==> src/hw/rtl/mf2d_pkg.sv <==
package mf2d_pkg;

    localparam int PIX_W      = 8;
    localparam int CFG_IDX_W  = 2;
    localparam int CFG_DATA_W = 11;
    localparam int KCFG_W     = 3;

    localparam logic [CFG_IDX_W-1:0] REG_KERNEL = 2'd0;
    localparam logic [CFG_IDX_W-1:0] REG_WIDTH  = 2'd1;
    localparam logic [CFG_IDX_W-1:0] REG_HEIGHT = 2'd2;

    localparam logic CMD_PIXEL = 1'b0;
    localparam logic CMD_FLUSH = 1'b1;

    localparam int RST_KERNEL = 3;
    localparam int RST_WIDTH  = 640;
    localparam int RST_HEIGHT = 480;

    // job queue between front and back
    localparam int Q_DEPTH = 2;

endpackage

==> src/hw/rtl/mf2d_front.sv <==
module mf2d_front #(
    parameter int MAX_KERNEL = 7,
    parameter int MAX_WIDTH  = 1024,
    parameter int MAX_HEIGHT = 1024
) (
    input  logic                                  clk,
    input  logic                                  rst_n,
    input  logic                                  in_valid,
    input  logic                                  in_ready,
    input  logic                                  command,
    input  logic [mf2d_pkg::PIX_W-1:0]            pixel,
    input  logic                                  cfg_valid,
    input  logic [mf2d_pkg::CFG_IDX_W-1:0]        cfg_index,
    input  logic [mf2d_pkg::CFG_DATA_W-1:0]       cfg_data,
    input  logic                                  q_full,
    output logic                                  job_push,
    output logic [$clog2(MAX_HEIGHT)+$clog2(MAX_WIDTH)+2*$clog2(MAX_KERNEL+1):0] job_data,
    output logic                                  wr_en,
    output logic [$clog2((MAX_KERNEL+1)*MAX_WIDTH)-1:0] wr_addr,
    output logic [mf2d_pkg::PIX_W-1:0]            wr_data,
    output logic [$clog2(MAX_KERNEL+1)-1:0]       k_eff,
    output logic [$clog2(MAX_WIDTH+1)-1:0]        w_eff,
    output logic [$clog2(MAX_HEIGHT+1)-1:0]       h_eff
);

    localparam int KW = $clog2(MAX_KERNEL + 1);
    localparam int XW = $clog2(MAX_WIDTH + 1);
    localparam int CW = $clog2(MAX_WIDTH);
    localparam int HW = $clog2(MAX_HEIGHT + 1);
    localparam int RW = $clog2(MAX_HEIGHT);
    localparam int AW = $clog2((MAX_KERNEL + 1) * MAX_WIDTH);
    localparam int DW = $clog2(MAX_WIDTH * MAX_HEIGHT + 1);
    localparam int LW = (DW > KW + XW + 1) ? DW : KW + XW + 1;
    localparam int K_RST = (mf2d_pkg::RST_KERNEL < MAX_KERNEL) ? mf2d_pkg::RST_KERNEL : MAX_KERNEL;
    localparam int W_RST = (mf2d_pkg::RST_WIDTH < MAX_WIDTH) ? mf2d_pkg::RST_WIDTH : MAX_WIDTH;
    localparam int H_RST = (mf2d_pkg::RST_HEIGHT < MAX_HEIGHT) ? mf2d_pkg::RST_HEIGHT : MAX_HEIGHT;

    typedef struct packed {
        logic [RW-1:0] row;
        logic [CW-1:0] col;
        logic [KW-1:0] slot;
        logic [KW-1:0] pad;
        logic          last;
    } job_t;

    logic [KW-1:0] k_reg;
    logic [XW-1:0] w_reg;
    logic [HW-1:0] h_reg;
    logic [KW-1:0] k_clamp;
    logic [XW-1:0] w_clamp;
    logic [HW-1:0] h_clamp;

    logic [CW-1:0] in_col_reg, in_col_next;
    logic [HW-1:0] in_row_reg, in_row_next;
    logic [KW-1:0] in_slot_reg, in_slot_next;
    logic [CW-1:0] out_col_reg, out_col_next;
    logic [RW-1:0] out_row_reg, out_row_next;
    logic [KW-1:0] out_slot_reg, out_slot_next;
    logic [LW-1:0] d_reg, d_next;

    logic [KW-1:0] half;
    logic [KW-1:0] fwd;
    logic [XW-1:0] wm1;
    logic [XW-1:0] fwd_min;
    logic [LW-1:0] lag;
    logic          accept;
    logic          row_open;
    logic          do_write;
    logic          do_emit;
    logic          out_last;
    logic          cfg_wr;
    logic          cfg_known;
    job_t          job;

    // register clamping
    always_comb
    begin
        if (cfg_data[mf2d_pkg::KCFG_W-1:0] == '0)
        begin
            k_clamp = KW'(1);
        end
        else if (int'(cfg_data[mf2d_pkg::KCFG_W-1:0]) > MAX_KERNEL)
        begin
            k_clamp = KW'(MAX_KERNEL);
        end
        else
        begin
            k_clamp = KW'(cfg_data[mf2d_pkg::KCFG_W-1:0]);
        end
        if (cfg_data == '0)
        begin
            w_clamp = XW'(1);
            h_clamp = HW'(1);
        end
        else
        begin
            w_clamp = (int'(cfg_data) > MAX_WIDTH) ? XW'(MAX_WIDTH) : XW'(cfg_data);
            h_clamp = (int'(cfg_data) > MAX_HEIGHT) ? HW'(MAX_HEIGHT) : HW'(cfg_data);
        end
    end

    assign k_eff = k_reg;
    assign w_eff = w_reg;
    assign h_eff = h_reg;

    assign half    = k_reg >> 1;
    assign fwd     = k_reg - half - KW'(1);
    assign wm1     = w_reg - XW'(1);
    assign fwd_min = (XW'(fwd) < wm1) ? XW'(fwd) : wm1;
    assign lag     = LW'(fwd) * LW'(w_reg) + LW'(fwd_min);

    assign cfg_wr   = cfg_valid && cfg_known;
    assign accept   = in_valid && in_ready;
    assign row_open = (in_row_reg < h_reg);
    assign do_write = accept && (command == mf2d_pkg::CMD_PIXEL) && row_open;
    assign do_emit  = (do_write && (d_reg >= lag)) || (accept && !row_open);
    assign out_last = (HW'(out_row_reg) == h_reg - HW'(1)) && (XW'(out_col_reg) == wm1);

    assign wr_en   = do_write;
    assign wr_addr = AW'(in_slot_reg) * AW'(MAX_WIDTH) + AW'(in_col_reg);
    assign wr_data = pixel;

    always_comb
    begin
        job.row  = out_row_reg;
        job.col  = out_col_reg;
        job.slot = out_slot_reg;
        job.pad  = '0;
        job.last = out_last;
    end

    assign job_push = do_emit;
    assign job_data = job;

    always_comb
    begin
        in_col_next   = in_col_reg;
        in_row_next   = in_row_reg;
        in_slot_next  = in_slot_reg;
        out_col_next  = out_col_reg;
        out_row_next  = out_row_reg;
        out_slot_next = out_slot_reg;
        d_next        = d_reg;
        if (do_write)
        begin
            d_next = d_reg + LW'(1);
            if (XW'(in_col_reg) == wm1)
            begin
                in_col_next  = '0;
                in_row_next  = in_row_reg + HW'(1);
                in_slot_next = (in_slot_reg == k_reg) ? '0 : in_slot_reg + KW'(1);
            end
            else
            begin
                in_col_next = in_col_reg + CW'(1);
            end
        end
        if (do_emit)
        begin
            d_next = d_next - LW'(1);
            if (XW'(out_col_reg) == wm1)
            begin
                out_col_next  = '0;
                out_row_next  = out_row_reg + RW'(1);
                out_slot_next = (out_slot_reg == k_reg) ? '0 : out_slot_reg + KW'(1);
            end
            else
            begin
                out_col_next = out_col_reg + CW'(1);
            end
        end
        // end of frame or register write: restart the frame
        if ((do_emit && out_last) || cfg_wr)
        begin
            in_col_next   = '0;
            in_row_next   = '0;
            in_slot_next  = '0;
            out_col_next  = '0;
            out_row_next  = '0;
            out_slot_next = '0;
            d_next        = '0;
        end
    end

    always_ff @(posedge clk or negedge rst_n)
    begin
        if (!rst_n)
        begin
            k_reg        <= KW'(K_RST);
            w_reg        <= XW'(W_RST);
            h_reg        <= HW'(H_RST);
            in_col_reg   <= '0;
            in_row_reg   <= '0;
            in_slot_reg  <= '0;
            out_col_reg  <= '0;
            out_row_reg  <= '0;
            out_slot_reg <= '0;
            d_reg        <= '0;
        end
        else
        begin
            if (cfg_wr)
            begin
                unique case (cfg_index)
                    mf2d_pkg::REG_KERNEL: k_reg <= k_clamp;
                    mf2d_pkg::REG_WIDTH:  w_reg <= w_clamp;
                    mf2d_pkg::REG_HEIGHT: h_reg <= h_clamp;
                    default: ;
                endcase
            end
            in_col_reg   <= in_col_next;
            in_row_reg   <= in_row_next;
            in_slot_reg  <= in_slot_next;
            out_col_reg  <= out_col_next;
            out_row_reg  <= out_row_next;
            out_slot_reg <= out_slot_next;
            d_reg        <= d_next;
        end
    end

    // an index beyond the list restarts nothing
    assign cfg_known = (cfg_index == mf2d_pkg::REG_KERNEL) || (cfg_index == mf2d_pkg::REG_WIDTH)
                    || (cfg_index == mf2d_pkg::REG_HEIGHT);

    a_push_room: assert property (@(posedge clk) disable iff (!rst_n)
        job_push |-> !q_full)
        else $error("job pushed into full queue");

    a_frame_end: assert property (@(posedge clk) disable iff (!rst_n)
        (job_push && job.last && !cfg_valid) |=> (in_row_reg == '0 && d_reg == '0 && out_row_reg == '0))
        else $error("frame counters not cleared after last result");

    a_cfg_restart: assert property (@(posedge clk) disable iff (!rst_n)
        (cfg_valid && cfg_known) |=> (in_col_reg == '0 && out_col_reg == '0))
        else $error("register write did not restart frame");

endmodule

==> config.mk <==
export PLATFORM = sky130hd
export DESIGN_NAME = mf2d_front
export DESIGN_NICKNAME = d
export VERILOG_FILES = /design/src/hw/rtl/mf2d_pkg.sv /design/src/hw/rtl/mf2d_front.sv
export SDC_FILE = /design/constraint.sdc
export NUM_CORES = 1
export LEC_CHECK = 0
export BUFFER_PORTS_ARGS = -buffer_cell sky130_fd_sc_hd__buf_2
export CORE_UTILIZATION = 50
export DETAILED_ROUTE_END_ITERATION = 10
export GPL_TIMING_DRIVEN = 1
export PLACE_DENSITY_LB_ADDON = 0.08
export SLEW_MARGIN = 25
export SYNTH_ARGS = -nofsm -noshare
export SYNTH_HDL_FRONTEND = slang
export SYNTH_SLANG_ARGS = --single-unit
==> constraint.sdc <==
create_clock -name clk -period 8.6 [get_ports clk]
set_input_delay 0.86 -clock clk [delete_from_list [all_inputs] [get_ports clk]]
set_output_delay 0.86 -clock clk [all_outputs]
set_load 0.005 [all_outputs]
Yosys cells after proc, flatten, opt, wreduce, memory -nomap -nowiden
Cells that the tools add are included.
{ "totals": {"regBits": 93, "inputBits": 28, "output_inout_bits": 75, "word_cells": 89} }
{ "classes": {"n_addsub": 14, "multipliers": 1, "order_cmp": 4, "eq_ne": 7, "muxes": 27, "bitwise": 1, "n_reduce_logical": 25} }
{ "ops": {"columns": ["op", "count"], "rows": [
  ["10-bit 2-to-1 mux", 9],
  ["11-bit 2-to-1 mux", 6],
  ["21-bit 2-to-1 mux", 3],
  ["10-bit by 11-bit equality test with 1-bit output", 3],
  ["10-bit by 1-bit adder with 10-bit output (second input constant)", 3],
  ["3-bit 2-to-1 mux", 9],
  ["11-bit by 1-bit subtractor with 11-bit output (second input constant)", 2],
  ["21-bit by 1-bit adder with 21-bit output (second input constant)", 1],
  ["21-bit by 15-bit >= comparator with 1-bit output", 1],
  ["21-bit by 1-bit subtractor with 21-bit output (second input constant)", 1],
  ["14-bit by 11-bit adder with 15-bit output", 1],
  ["3-bit by 11-bit multiplier with 14-bit output", 1],
  ["13-bit by 10-bit adder with 13-bit output", 1],
  ["11-bit by 1-bit adder with 11-bit output (second input constant)", 1],
  ["11-bit greater-than comparator (second input constant)", 1],
  ["11-bit zero test", 1],
  ["11-bit less-than comparator", 1],
  ["3-bit by 11-bit less-than comparator with 1-bit output", 1],
  ["2-bit AND reduction", 5],
  ["1-bit logical AND", 8],
  ["2-bit nonzero test", 4],
  ["3-bit by 1-bit adder with 3-bit output (second input constant)", 2],
  ["3-bit equality test", 2],
  ["1-bit logical OR", 4],
  ["8 further kinds", 8]
]} }

Depth between registers and ports, before layout
{ "logic_depth": {"word_depth": 12, "depth_mapped": 36} }

Least setup slack after synthesis
No wires, ideal clock.
{ "synth_timing": {"kind": "register to output", "from": "register k_reg[1], in the netlist k_eff[1]", "to": "output job_push", "arrival_time_ps": 6425, "path_slack_ps": 1315, "path_stages_with_launch": 32, "path_buffers": 1, "cell_sequence": "dfstp_2 > inv_1 > ha_1 > fa_1 > xnor2_1 > clkbuf_1 > ha_1 > a21oi_1 > nor4_1 > and3_1 > nand3_1 > nand2_1 > o21ai_0 > fa_1 > inv_1 > fa_1 > nor2b_1 > o21ai_0 > a21boi_0 > o21ai_0 > a21boi_0 > o21a_1 > o21ai_0 > nor4b_1 > a2111oi_0 > ha_1 > a21oi_1 > a21oi_1 > a2111oi_0 > o311ai_0 > a32oi_1 > clkinv_1"} }
{ "synth_via": {"elab_chain_cells": 8, "elab_cells_between_ends": 9, "classes_between": "3 x add/sub; 1 x mul; 2 x order compare; 1 x mux; 2 x reduce/logical"} }
{ "synth_lines": {"columns": ["item", "line", "text"], "rows": [
  ["from (decl)", "mf2d_front.sv:46", "logic [KW-1:0] k_reg;"],
  ["from (signal assigned)", "mf2d_front.sv:189", "k_reg <= KW'(K_RST);"],
  ["from (signal assigned)", "mf2d_front.sv:205", "mf2d_pkg::REG_KERNEL: k_reg <= k_clamp;"],
  ["3-bit by 2-bit subtractor with 3-bit output (*)", "mf2d_front.sv:107", "assign fwd = k_reg - half - KW'(1);"],
  ["3-bit by 1-bit subtractor with 3-bit output (*)", "mf2d_front.sv:107", null],
  ["parallel branches: the longest is 2 deep, another holds 3-bit by 11-bit multiplier with 14-bit output", null, null],
  ["14-bit by 11-bit adder with 15-bit output (*)", "mf2d_front.sv:110", "assign lag = LW'(fwd) * LW'(w_reg) + LW'(fwd_min);"],
  ["21-bit by 15-bit >= comparator with 1-bit output (*)", "mf2d_front.sv:116", "assign do_emit = (do_write && (d_reg >= lag)) || (accept && !row_open);"],
  ["1-bit logical AND (*)", "mf2d_front.sv:116", null],
  ["1-bit logical OR (*)", "mf2d_front.sv:116", null],
  ["to (decl)", "mf2d_front.sv:16", "output logic job_push,"]
]} }
Mark *: on every way between the ends.

Worst setup path after layout
Same ends and word-level chain as after synthesis.

==> impl_metrics.ini <==
[outcome]
status = finished clean

[global_route]
overflow = 0
busiest_layer = met2
grt_use_total = 0.2521
grt_max_degree = 73
met1_usage = 0.3510
grt_pass1_vias = 6396
grt_use_met2 = 0.4014
antenna_found_initial = 0
grt_pass1_wl_mm = 32.93
grt_util_met3 = 0.04182

[placed_design]
io_buffers = 82
placed_cells = 1222
gp_congestion = 0.8407
dp_hpwl_mm = 15.20

[sta]
period_minus_slack_ns = 8.111
maxSlewHeadroom = 0.4014
rsz0062_at_grt = false
timing.final.crit_share = 0.9431
tightestPinTransition_ns = 0.8979
report.final.slew_viol_count = 0
hold_viol_final = 0
setup_viol = 0
fmax_mhz = 123.3
fin_worst_skew_ns = 0.01238
setup_tns_ns = 0

[synthesis]
synth_cell_types = 74
synth.cell_area_um2 = 8174
ys_top_cells_by_count = 103 x nand2_1, 85 x dfrtp_1, 84 x nor2_1
yosysMostFrequentCell = nand2_1
yosysTopAreaCell = dfrtp_1
synth_edf_count = 0
yosysWarningCount = 0
synth.area.top_cells = dfrtp_1 26%, ha_1 8.6%, xor2_1 7.2%, fa_1 4.9%, nand2_1 4.7%
netlist_instances = 957
synth-seq-cells = 93
synth_top_area_share = 0.2602
avgSynthCellArea_um2 = 8.541
ys_async_sr_fraction = 1.000
yosysSeqAreaShare = 0.2859
synthFlopType = dfrtp_1

[floorplanning]
die_width_um = 129.9
fp.coreArea_um2 = 15940
dieArea_um2 = 16860
fp.dieH_um = 129.9
initial_core_util = 0.5127
fp-row-count = 46
ioPinCount = 103

[critical_path]
slowest_delay_ns = 0.60
required_ns = 7.74
critPathLaunchType = register
end_kind = output pin
worstPathMaxFanout = 7
crit_slowest_cell = dfstp_2
worstSetupPathType = reg -> out
reg2reg_depth = 33
cp_data_arrival_time_ns = 7.25

[cells_and_area]
fill_cells = 1503
drive_above_1_share = 0.1448
largest_reg_flops = 21
nets = 1121
instances_no_fill = 1238
antenna_cells = 0
area_growth_pct = 10.62

[clocking]
cts.path.max_buffers = 2
cts_root_buf = clkbuf_16
htree_levels = 3
postCtsSetupBuffers = 0
cts_tree = built
clock_latency_ns = 0.36
path_clk_slew_ns = 0.07
cts_made_buffers = 9
clock-sinks = 93
ctsHoldBuffers = 0

[routing]
drt_drc_violations_left = 0
finalWirelength_mm = 20.17
vias = 6919
wire_per_inst_um = 16.29
drt-initial-drc-count = 436
postRouteAntennaNets = 0
first_pass_iters = 5
via_per_inst = 5.589

[power]
p_int_mw = 1.222
pwr-share-clk = 0.186
leakage_nw = 4.376
power_frac_comb = 0.520
ir_worst_vdd_uv = 138.0
powerDensity_nw_per_um2 = 238.1
switchingPower_uw = 931.3
p_sw_frac = 0.4326
seqPwrFrac = 0.294

[run]
cap_violations = 0

[hold_path]
hold_class = in -> async
layout make-up:
cell class                      instances  area, um2  share of cell area
Clock buffer                           11      252.7             0.02795
Clock inverter                          5      42.54            0.004705
Inverter                               49      183.9             0.02034
Multi-Input combinational cell        769       5433              0.6008
Sequential cell                        93       2337              0.2585
Tap cell                              216      270.3             0.02989
Timing Repair Buffer                   95      523.0             0.05784
power groups by stage:
stage / clock network, mW / logic, mW / registers, mW
after floorplan: 0 / 0.883 / 0.582
after global placement: 0 / 1.08 / 0.639
after detailed placement: 0 / 1.10 / 0.640
after CTS: 0.410 / 1.11 / 0.632
after global routing: 0.427 / 1.29 / 0.647
final: 0.400 / 1.12 / 0.634
per-layer routing:
metal,wire [um],share of wire
met5,0,0
met2,9265,0.46
met3,986,0.049
met4,320,0.016
met1,9596,0.48
cell families after synthesis:
group	after synthesis	synth area share
compound gates	161	0.1261
xor+xnor	117	0.1371
fa+ha+maj	76	0.1347
buf+inv	104	0.05618
flops	93	0.2859
mux	11	0.01424
other cells	2	0.0009188
simple gates	393	0.2448
worst paths after layout:
path	start	endpoint	slack, ns
max in group asynchronous	rst_n	w_eff[1]	7.00
min reg2reg	h_eff[7]	h_eff[7]	0.52
max	k_eff[1]	job_push	0.49
min	rst_n	d_reg[9]	0.40
max reg2reg	k_eff[1]	in_col_reg[2]	0.60
min in group clk	h_eff[7]	h_eff[7]	0.52
stage by stage:
step / utilization / hold WS (ns) / cell area, um2 / worst slack, ns / power (mW)
floorplan: - / 0.4902 / 8208 / 1.315 / 1.465
global placement: 0.5482 / 0.5049 / 8740 / 0.5023 / 1.724
detailed placement: 0.5482 / 0.5070 / 8740 / 0.3450 / 1.745
CTS: 0.5667 / 0.3987 / 9035 / 0.02865 / 2.157
global route: 0.5672 / 0.4046 / 9042 / 0.02056 / 2.358
finish: 0.5672 / 0.3970 / 9042 / 0.4891 / 2.153
worst max-delay path, delay by kind of cell (launching register included):
kind | cells | cell delay (ns)
AOI/OAI and AO/OA | 14 | 2.81
DFF | 1 | 0.60
buffers and inverters | 3 | 0.35
adders and majority gates | 6 | 1.98
and+or+nand+nor | 6 | 0.87
xor gates and xnor gates | 1 | 0.28
placed cells by master (no fill, tap or decap), types with 20 or more instances in the layout:
| cell type | n |
|---|---|
| a21oi_1 | 33 |
| and3_1 | 20 |
| buf_2 | 81 |
| dfrtp_1 | 85 |
| fa_1 | 20 |
| ha_1 | 56 |
| inv_1 | 46 |
| nand2_1 | 103 |
| nand3_1 | 36 |
| nand4_1 | 20 |
| nor2_1 | 84 |
| nor3_1 | 29 |
| o21ai_0 | 54 |
| xnor2_1 | 43 |
| xor2_1 | 67 |
what timing repair did:
action,CTS,global route
setup endpoints to repair,1,35
gates resized for setup,1,8
pin swaps,0,2
cloned,0,0
Power figures use the tool's default switching activity.
