$ cat src/hw/rtl/mf2d_pkg.sv
package mf2d_pkg;

    localparam int PIX_W      = 8;
    localparam int CFG_IDX_W  = 2;
    localparam int CFG_DATA_W = 11;
    localparam int KCFG_W     = 3;

    localparam logic [CFG_IDX_W-1:0] REG_KERNEL = 2'd0;
    localparam logic [CFG_IDX_W-1:0] REG_WIDTH  = 2'd1;
    localparam logic [CFG_IDX_W-1:0] REG_HEIGHT = 2'd2;

    localparam logic CMD_PIXEL = 1'b0;
    localparam logic CMD_FLUSH = 1'b1;

    localparam int RST_KERNEL = 3;
    localparam int RST_WIDTH  = 640;
    localparam int RST_HEIGHT = 480;

    // job queue between front and back
    localparam int Q_DEPTH = 2;

endpackage

$ cat src/hw/rtl/mf2d_queue.sv
module mf2d_queue #(
    parameter int DATA_W = 8
) (
    input  logic              clk,
    input  logic              rst_n,
    input  logic              push,
    input  logic [DATA_W-1:0] push_data,
    input  logic              pop,
    output logic [DATA_W-1:0] pop_data,
    output logic              empty,
    output logic              full
);

    localparam int PW = (mf2d_pkg::Q_DEPTH > 1) ? $clog2(mf2d_pkg::Q_DEPTH) : 1;
    localparam int CNTW = $clog2(mf2d_pkg::Q_DEPTH + 1);

    logic [DATA_W-1:0] slot_reg [mf2d_pkg::Q_DEPTH];
    logic [PW-1:0]     wr_ptr_reg, wr_ptr_next;
    logic [PW-1:0]     rd_ptr_reg, rd_ptr_next;
    logic [CNTW-1:0]   cnt_reg, cnt_next;
    logic              do_push;
    logic              do_pop;

    assign empty    = (cnt_reg == '0);
    assign full     = (cnt_reg == CNTW'(mf2d_pkg::Q_DEPTH));
    assign do_push  = push && !full;
    assign do_pop   = pop && !empty;
    assign pop_data = slot_reg[rd_ptr_reg];

    always_comb
    begin
        wr_ptr_next = wr_ptr_reg;
        rd_ptr_next = rd_ptr_reg;
        cnt_next    = cnt_reg;
        if (do_push)
        begin
            wr_ptr_next = (wr_ptr_reg == PW'(mf2d_pkg::Q_DEPTH - 1)) ? '0 : wr_ptr_reg + 1'b1;
        end
        if (do_pop)
        begin
            rd_ptr_next = (rd_ptr_reg == PW'(mf2d_pkg::Q_DEPTH - 1)) ? '0 : rd_ptr_reg + 1'b1;
        end
        if (do_push && !do_pop)
        begin
            cnt_next = cnt_reg + 1'b1;
        end
        else if (do_pop && !do_push)
        begin
            cnt_next = cnt_reg - 1'b1;
        end
    end

    always_ff @(posedge clk or negedge rst_n)
    begin
        if (!rst_n)
        begin
            wr_ptr_reg <= '0;
            rd_ptr_reg <= '0;
            cnt_reg    <= '0;
        end
        else
        begin
            wr_ptr_reg <= wr_ptr_next;
            rd_ptr_reg <= rd_ptr_next;
            cnt_reg    <= cnt_next;
        end
    end

    always_ff @(posedge clk)
    begin
        if (do_push)
        begin
            slot_reg[wr_ptr_reg] <= push_data;
        end
    end

endmodule

$ cat config.mk
export PLATFORM = sky130hd
export DESIGN_NAME = mf2d_queue
export DESIGN_NICKNAME = d
export VERILOG_FILES = /design/src/hw/rtl/mf2d_pkg.sv /design/src/hw/rtl/mf2d_queue.sv
export SDC_FILE = /design/constraint.sdc
export NUM_CORES = 1
export LEC_CHECK = 0
export BUFFER_PORTS_ARGS = -buffer_cell sky130_fd_sc_hd__buf_2
export CAP_MARGIN = 20
export CORE_MARGIN = 3
export CORE_UTILIZATION = 32
export CTS_CLUSTER_DIAMETER = 150
export DETAILED_ROUTE_END_ITERATION = 6
export PLACE_DENSITY_LB_ADDON = 0.15
export SKIP_LAST_GASP = 1
export SLEW_MARGIN = 20
export SYNTH_ARGS = -nofsm -noshare
export SYNTH_HDL_FRONTEND = slang
export SYNTH_SLANG_ARGS = --single-unit
$ cat constraint.sdc
create_clock -name clk -period 1.5 [get_ports clk]
set_input_delay 0.225 -clock clk [delete_from_list [all_inputs] [get_ports clk]]
set_output_delay 0.225 -clock clk [all_outputs]
set_load 0.05 [all_outputs]
; Yosys cells after proc, flatten, opt, wreduce, memory -nomap -nowiden
; Memories as Yosys holds them, arrays and structs flattened.
; Index checks and enable logic that the tools add are counted.
[classes]
n_eq_ne = 1
add_sub_neg = 4
reduce_logical = 10
n_mux = 6
[op_table]
columns = op, n
row1 = $logic_and A1 B1 Y1, 4
row2 = $logic_not A1 Y1, 4
row3 = $mux W1, 4
row4 = $mux W2, 2
row5 = $add A1 B1 Y1 const B, 2
row6 = $add A2 B1 Y2 const B, 1
row7 = $eq A2 B2 Y1 const B, 1
row8 = $logic_not A2 Y1, 1
row9 = $reduce_bool A2 Y1, 1
row10 = $sub A2 B1 Y2 const B, 1
[totals]
mem_count = 1
inputBits = 12
out_inout_bits = 10
mem_bits_rw = 16
ff_bits = 4
elab_cells = 25
[memory_table]
columns = memory, words, word_bits, rd, rd_clocked_by_memory_dff, wr, line
row1 = slot_reg, 2, 8, 1, 0, 1, mf2d_queue.sv:17  ; logic [DATA_W-1:0] slot_reg [mf2d_pkg::Q_DEPTH];

; Depth between registers and ports, before layout
; Gate-level depths: netlist (run 1).
[logic_depth]
depth_word = 7
depth_mapped = 7
mapped_depth_nobuf = 7

; Worst setup path after synthesis (run 1)
; OpenSTA, ideal clock, no wires.
[synth_timing]
kind = register to register
start = register cnt_reg[0]
end = memory slot_reg[0][0] (enable)
t_arrival_ps = 1004
synth_period_minus_slack_ps = 1374
required_ps = 1130
setup_ps = 370
path_stages_with_launch = 4
n_path_buf = 0
slack_ps = 126
cell_sequence = dfrtp_1 > nand2b_1 > nand2_2 > nor2_1
[synth_via]
elab_chain_cells = 5
[synth_lines]
columns = item, line
row1 = "start, declared", mf2d_queue.sv:20  ; logic [CNTW-1:0] cnt_reg, cnt_next;
row2 = "start signal, assigned", mf2d_queue.sv:65  ; cnt_reg <= cnt_next;
row3 = $eq A2 B2 Y1, mf2d_queue.sv:25  ; assign full = (cnt_reg == CNTW'(mf2d_pkg::Q_DEPTH));
row4 = $logic_not A1 Y1, mf2d_queue.sv:26  ; assign do_push = push && !full;
row5 = $logic_and A1 B1 Y1, mf2d_queue.sv:26
row6 = $mux W1, mf2d_queue.sv:71  ; if (do_push)
row7 = $mux W1 (not written as such), mf2d_queue.sv:73  ; slot_reg[wr_ptr_reg] <= push_data;
row8 = "end, declared", mf2d_queue.sv:17
; No other way between the ends.

; Worst setup path after layout (run 1)
[layout_timing]
start = register rd_ptr_reg
end = output pop_data[0]
[layout_via]
elab_chain_cells = 1
[layout_lines]
columns = item, line
row1 = "start, declared", mf2d_queue.sv:19  ; logic [PW-1:0] rd_ptr_reg, rd_ptr_next;
row2 = "start signal, assigned", mf2d_queue.sv:64  ; rd_ptr_reg <= rd_ptr_next;
row3 = $mem_v2 Z2 W8, -
row4 = "end, declared", mf2d_queue.sv:9  ; output logic [DATA_W-1:0] pop_data,
; No other way between the ends.

==> results of run 1 <==
==> routing by layer <==
layer | vias to the layer above | global-route usage (%) | wire length, µm
met5 | - | 0 | 0
met4 | 0 | 4.86 | 0
met3 | 0 | 1.88 | 76
met2 | 13 | 15.6 | 591
met1 | 198 | 10.3 | 580
li1 | 223 | - | -
==> critical path: cells and delay by family, from the launching register on <==
family                 cells  cell delay, ps
buffers and inverters      2             290
DFF                        1             440
muxes                      1             300
==> area by class of cell <==
| type | instances | area (µm²) |
|---|---|---|
| Fill cell | 207 | 1180 |
| Timing Repair Buffer | 29 | 225 |
| Clock buffer | 3 | 22.5 |
| Tap cell | 28 | 35.0 |
| Multi-Input combinational cell | 21 | 200 |
| Sequential cell | 20 | 582 |
| Clock inverter | 1 | 3.75 |
| Inverter | 2 | 7.51 |
==> cells in the final DEF, fill, tap and decap left out, types with 3 or more instances in the layout <==
| cell | Yosys | routed |
|---|---|---|
| buf_4 | 0 | 5 |
| xnor2_1 | 3 | 3 |
| clkbuf_4 | 0 | 3 |
| buf_6 | 0 | 10 |
| dfrtp_1 | 4 | 3 |
| mux2_2 | 1 | 3 |
| buf_2 | 1 | 13 |
| edfxtp_1 | 16 | 16 |
| mux2_4 | 0 | 5 |
| nor2_1 | 3 | 3 |
==> final timing paths <==
check,to,slack (ps),cells past startpoint
hold / removal,slot_reg[1][3],120,1
setup reg to reg,cnt_reg[1],120,6
max in group asynchronous,rd_ptr_reg,1120,2
min in group asynchronous,wr_ptr_reg,250,2
setup / recovery,pop_data[0],-40,3
hold reg to reg,wr_ptr_reg,510,1
==> cell families after synthesis <==
family / count (synthesis)
flops: 20
mux: 8
simple gates: 6
xor+xnor: 5
buf+inv: 3
compound gates: 1
fa+ha+maj: 1
==> through the flow <==
step	cell area [µm²]	hold WS [ps]	setup WS [ps]	TNS (ps)	instances
6_report	1080	119	-39.0	-274	104
3_3_place_gp	925	39.8	70.9	0	94
2_1_floorplan	774	-70.6	126	0	44
4_1_cts	1070	108	-56.8	-378	103
3_5_place_dp	925	36.2	40.2	0	94
5_1_grt	1080	103	-84.2	-587	104
==> power by group through the flow <==
| stage | clock [mW] | combinational [mW] | sequential [mW] |
|---|---|---|---|
| CTS | 0.257 | 1.33 | 0.860 |
| finish | 0.247 | 1.35 | 0.845 |
| global placement | 0 | 0.962 | 0.900 |
| global route | 0.282 | 1.43 | 0.859 |
| detailed placement | 0 | 0.966 | 0.905 |
| floorplan | 0 | 0.802 | 0.841 |
==> repair_timing <==
action,CTS,global route
endpoints found under the setup margin,8,10
pin swaps,0,0
gates resized for setup,27,0
hold endpoints to repair,4,0
hold buffers,1,0
setup buffers,4,1
==> metrics.md, run 1 <==
| Metric | Value |
|---|---|
| Initial antenna violation count | `0` |
| Global-route usage over all layers | `8.97%` |
| Synth Area in Adders | `1.62%` |
| Synth Area in XOR/XNOR | `5.65%` |
| Sequential share of power | `34.7%` |
| Synth warnings | `0` |
| FMAX | `0.650 GHz` |
| Core Area | `2250 µm²` |
| Yosys top cell area share | `62.0%` |
| Pwr/cell area | `2260 nW/µm²` |
| Fin. max-slew vios | `0` |
| Peak supply drop | `0.000975 V` |
| Clk buf depth | `2` |
| Outcome | `finished, violations left` |
| Worst setup margin | `-39.0 ps` |
| Largest cells by area after synthesis | `edfxtp_1 62%, dfrtp_1 13%, mux2_1 10%` |
| Slowest cell on crit path | `dfrtp_2` |
| FFs w/ async S/R, synth | `20.0%` |
| Width of the chip | `55.2 µm` |
| Clk_skew | `0.888 ps` |
| Via count | `434` |
| # rows | `17` |
| Worst setup SP type | `register` |
| Avg WL per Cell | `12.0 µm` |
| Clock slew at reported path FFs | `100 ps` |
| Post-DR vias/cell | `4.17` |
| Worst EP arrival | `1310 ps` |
| Power, Total | `2.44 mW` |
| Mux cell area share after synthesis | `11.6%` |
| I/O Buffers | `21` |
| Crit-path cells | `buf_6 > mux2_4 > buf_6` |
| Yosys reg bits | `20` |
| Worst min path class | `in2reg` |
| EDFF count, synth | `16` |
| CP endpoint kind | `output pin` |
| Post-synthesis compound-gate area fraction | `0.646%` |
| Crit-path max FO | `4` |
| CTS root buffer | `clkbuf_4` |
| Leak pwr | `0.461 nW` |
| Count of cell types in the netlist | `14` |
| Grt ovf | `0` |
| Post-Syn Area | `774 µm²` |
| Worst Setup SP | `rd_ptr_reg` |
| Worst hold path startpoint | `push_data[3]` |
| Largest net degree at the start of global routing | `12` |
| Max reg flops | `16` |
| Count leader, synth | `edfxtp_1` |
| Tcrit/Tclk final | `103%` |
| Placer Congestion | `0.707` |
| Required @ worst endpoint | `1270 ps` |
| Violated checks | `negative setup slack` |
| Max Cap Violations | `0` |
| # nets final | `90` |
| H-tree levels | `1` |
| Final hold violation count | `0` |
| Synth Flop Type | `edfxtp_1` |
| Drt pass-1 iters | `3` |
| RSZ-0062 raised after global routing | `yes` |
| Crit-path max cell delay | `440 ps` |
| Sw frac | `40.5%` |
| Initial DRC count | `1` |
| Register area share after synthesis | `75.0%` |
| DRC | `0` |
| Routed Antenna Nets | `0` |
| Slew HR | `83.5%` |
| Area leader, netlist | `edfxtp_1` |
| Int Pwr | `1.45 mW` |
| Psw | `0.986 mW` |
| Clock power share | `10.1%` |
| Combinational Power Share | `55.2%` |
| Vert. Die Dim | `55.2 µm` |
| CP dominant cell by count | `buf_6` |
| Crit path kind | `reg2out` |
| Layout cells sized above 1 | `53.9%` |
| I/O pin count | `22` |
| Layout area overhead | `38.9%` |
| Synth Area in Simple Gates | `3.88%` |
| Actual slew at the worst max-slew pin | `250 ps` |
| First-pass GRT wire length | `1.82 mm` |
| Initial Util | `34.4%` |
| Mapped Nets | `57` |
| Drt total wl | `1.25 mm` |
| Commonest cells post-synth | `16 x edfxtp_1, 7 x mux2_1, 4 x dfrtp_1, 3 x nor2_1, 3 x xnor2_1` |
| CTS buffer count | `3` |
| CTS tree | `done` |
| Final Critical Period | `1540 ps` |
| Vias in the first global route | `434` |
| Die area | `3050 µm²` |
| RR Startpoint | `cnt_reg[0]` |
| Post-Synthesis Cells | `44` |
| Setup violations, final | `8` |
| Main combinational cell family by area after synthesis | `multiplexers` |
| Synth Area per Inst | `17.6 µm²` |
| Clk_lat worst skew | `290 ps` |
| Clk sink count | `20` |
| Diodes inserted | `0` |
| Post-layout util | `47.7%` |
Power figures use the tool's default switching activity.
==> run 2, diff against run 1 <==
- ABC_AREA: default -> 1
==> run 2 against run 1 <==
Effect of this change: area after synthesis rose by 7.1%; flip-flop and latch count unchanged; worst setup slack better by 120 ps; combinational power barely moved; synthesized cell count grew 66%; global-route usage grew 1.2 points; critical path type unchanged; via count rose by 30%; non-clock buffer count fell by 3; sequential power grew 5.3%; count of clock-buffer cells in the layout stayed put; the flow now finishes without violations.
==> metrics.md, run 2 <==
| Metric | Value |
|---|---|
| Worst Setup SP | `rd_ptr_reg` |
| Fin. max-slew vios | `0` |
| Avg WL per Cell | `11.1 µm` |
| Tcrit/Tclk final | `94.7%` |
| Commonest cells post-synth | `32 x nand2_1, 16 x edfxtp_1, 6 x inv_1, 4 x dfrtp_1` |
| CTS tree | `done` |
| Actual slew at the worst max-slew pin | `349 ps` |
| Die area | `3240 µm²` |
| Grt ovf | `0` |
| CP endpoint kind | `output pin` |
| Clock slew at reported path FFs | `120 ps` |
| Post-route cell area | `1120 µm²` |
| Placed cells | `124` |
| Worst min path class | `in2reg` |
| I/O Buffers | `21` |
| Global-route usage over all layers | `10.2%` |
| Post-DP Area | `995 µm²` |
| Drt total wl | `1.44 mm` |
| Area of the multi-input gates | `221 µm²` |
| HPWL Detailed | `1.09 mm` |
| Worst hold path startpoint | `push_data[5]` |
| Initial DRC count | `11` |
| I/O pin count | `22` |
| # rows | `17` |
| Max reg flops | `16` |
| Area leader, netlist | `edfxtp_1` |
| FFs w/ async S/R, synth | `20.0%` |
| Count leader, synth | `nand2_1` |
| H-tree levels | `1` |
| EDFF count, synth | `16` |
| Crit path kind | `reg2out` |
| Pwr/cell area | `2410 nW/µm²` |
| Worst EP arrival | `1200 ps` |
| Fillers | `226` |
| Post-Synthesis Cells | `73` |
| Mapped Nets | `86` |
| Setup violations, final | `0` |
| Largest cells by area after synthesis | `edfxtp_1 58%, nand2_1 14%, dfrtp_1 12%` |
| Yosys top cell area share | `57.9%` |
| Post-DR vias/cell | `4.35` |
| Clk_lat worst skew | `300 ps` |
| Commonest non-fill, non-tap cell in the layout | `nand2_1` |
| Max Cap Violations | `0` |
| Final Critical Period | `1420 ps` |
| Worst setup SP type | `register` |
| RSZ-0062 raised after global routing | `yes` |
| Placer Congestion | `0.732` |
| Most frequent cells in the layout | `32 x nand2_1, 16 x edfxtp_1, 11 x buf_2` |
| Required @ worst endpoint | `1270 ps` |
| Largest net degree at the start of global routing | `13` |
| Diodes inserted | `0` |
| Layout cells sized above 1 | `37.3%` |
| Core Area | `2340 µm²` |
| Post-Layout Cell Count | `130` |
| Post-Syn Area | `830 µm²` |
| Slew HR | `76.7%` |
| Count of cell types in the netlist | `16` |
| Initial antenna violation count | `0` |
| Outcome | `complete, no violations` |
| Final hold violation count | `0` |
| RR Startpoint | `cnt_reg[0]` |
| # nets final | `116` |
| Routed Antenna Nets | `0` |
| DRC | `0` |
| CTS root buffer | `clkbuf_4` |
| Storage cell area | `583 µm²` |
| Drt pass-1 iters | `4` |
| Clk sink count | `20` |
| Vert. Die Dim | `56.9 µm` |
| Crit-path max FO | `6` |
| Leak pwr | `0.521 nW` |
| FMAX | `0.704 GHz` |
| Yosys reg bits | `20` |
| Layout area overhead | `35.0%` |
| Peak supply drop | `0.000984 V` |
| Initial Util | `35.5%` |
| Clk_skew | `6.04 ps` |
| Synth Flop Type | `edfxtp_1` |
| Width of the chip | `56.9 µm` |
| Clk buf depth | `2` |
| Register area share after synthesis | `70.0%` |
| CTS buffer count | `3` |
| Vias in the first global route | `568` |
| First-pass GRT wire length | `2.44 mm` |
| Synth warnings | `0` |
| Synth Area per Inst | `11.4 µm²` |
| Via count | `566` |
run 2: cell count changes in the layout (fill, tap and decap cells not counted), sizes merged, moves of 2 or more:
| cell | change |
|---|---|
| xor2 | -2 |
| nand2 | +32 |
| inv | +5 |
| mux2 | -8 |
| xnor2 | -2 |
| clkbuf | +2 |
| buf | -5 |
run 2: worst paths after layout:
path,endpoint,slack [ps],cells past startpoint
setup / recovery,pop_data[3],80,4
hold / removal,slot_reg[0][5],100,1
hold reg to reg,wr_ptr_reg,500,2
max in group asynchronous,rd_ptr_reg,1110,2
min in group asynchronous,cnt_reg[0],260,2
setup reg to reg,cnt_reg[1],110,7
run 2: cell families (layout without fill, tap and decap cells):
group	count (synthesis)	count (layout)	share of synthesized area [%]
adders and majority gates	1	1	1.51
DFF	20	20	70.0
AOI/OAI and AO/OA	2	2	1.21
buffers and inverters	9	38	4.22
and+or+nand+nor	40	40	22.0
xor gates and xnor gates	1	1	1.06
run 2: per-stage QoR:
step	TNS [ps]	power, mW	setup WS [ps]	utilization, %	hold WS [ps]
2_1_floorplan	-19.3	1.80	-19.3	-	-70.6
3_3_place_gp	0	2.08	149	42.5	39.3
3_5_place_dp	0	2.10	100	42.5	41.1
4_1_cts	0	2.62	10.8	46.2	99.2
5_1_grt	0	2.86	4.23	47.9	83.0
6_report	0	2.69	79.1	47.9	104
run 2: per-layer routing:
layer / wire length, µm / global-route usage (%) / vias to the layer above
li1: - / - / 291
met1: 625 / 11.5 / 262
met2: 733 / 17.6 / 11
met3: 67 / 2.07 / 2
met4: 18 / 5.96 / 0
met5: 0 / 0 / -
run 2: report_power, final:
group | total [mW] | switching (mW) | internal [mW]
combinational | 1.37 | 0.905 | 0.466
sequential | 0.890 | 0.113 | 0.776
clock | 0.434 | 0.164 | 0.270
run 2: final cells by class:
cell class | count | share of cell area, %
clock buffer | 3 | 2.01
clock inverter | 1 | 2.68
inverter | 8 | 3.13
multi-input combinational | 44 | 19.8
sequential | 20 | 52.1
tap | 28 | 3.13
timing repair buffer | 26 | 17.2
run 2: timing repair:
action	in CTS	in global routing
hold buffers	1	0
buffers inserted	0	1
gates resized for setup	10	11
endpoints found under the hold margin	4	0
setup endpoints to repair	8	10
run 2: worst max-delay path: stages (launching register included):
cell and delay, ps:
dfrtp_2 480, buf_6 150, nand2_1 50, nand2_1 70, buf_6 150
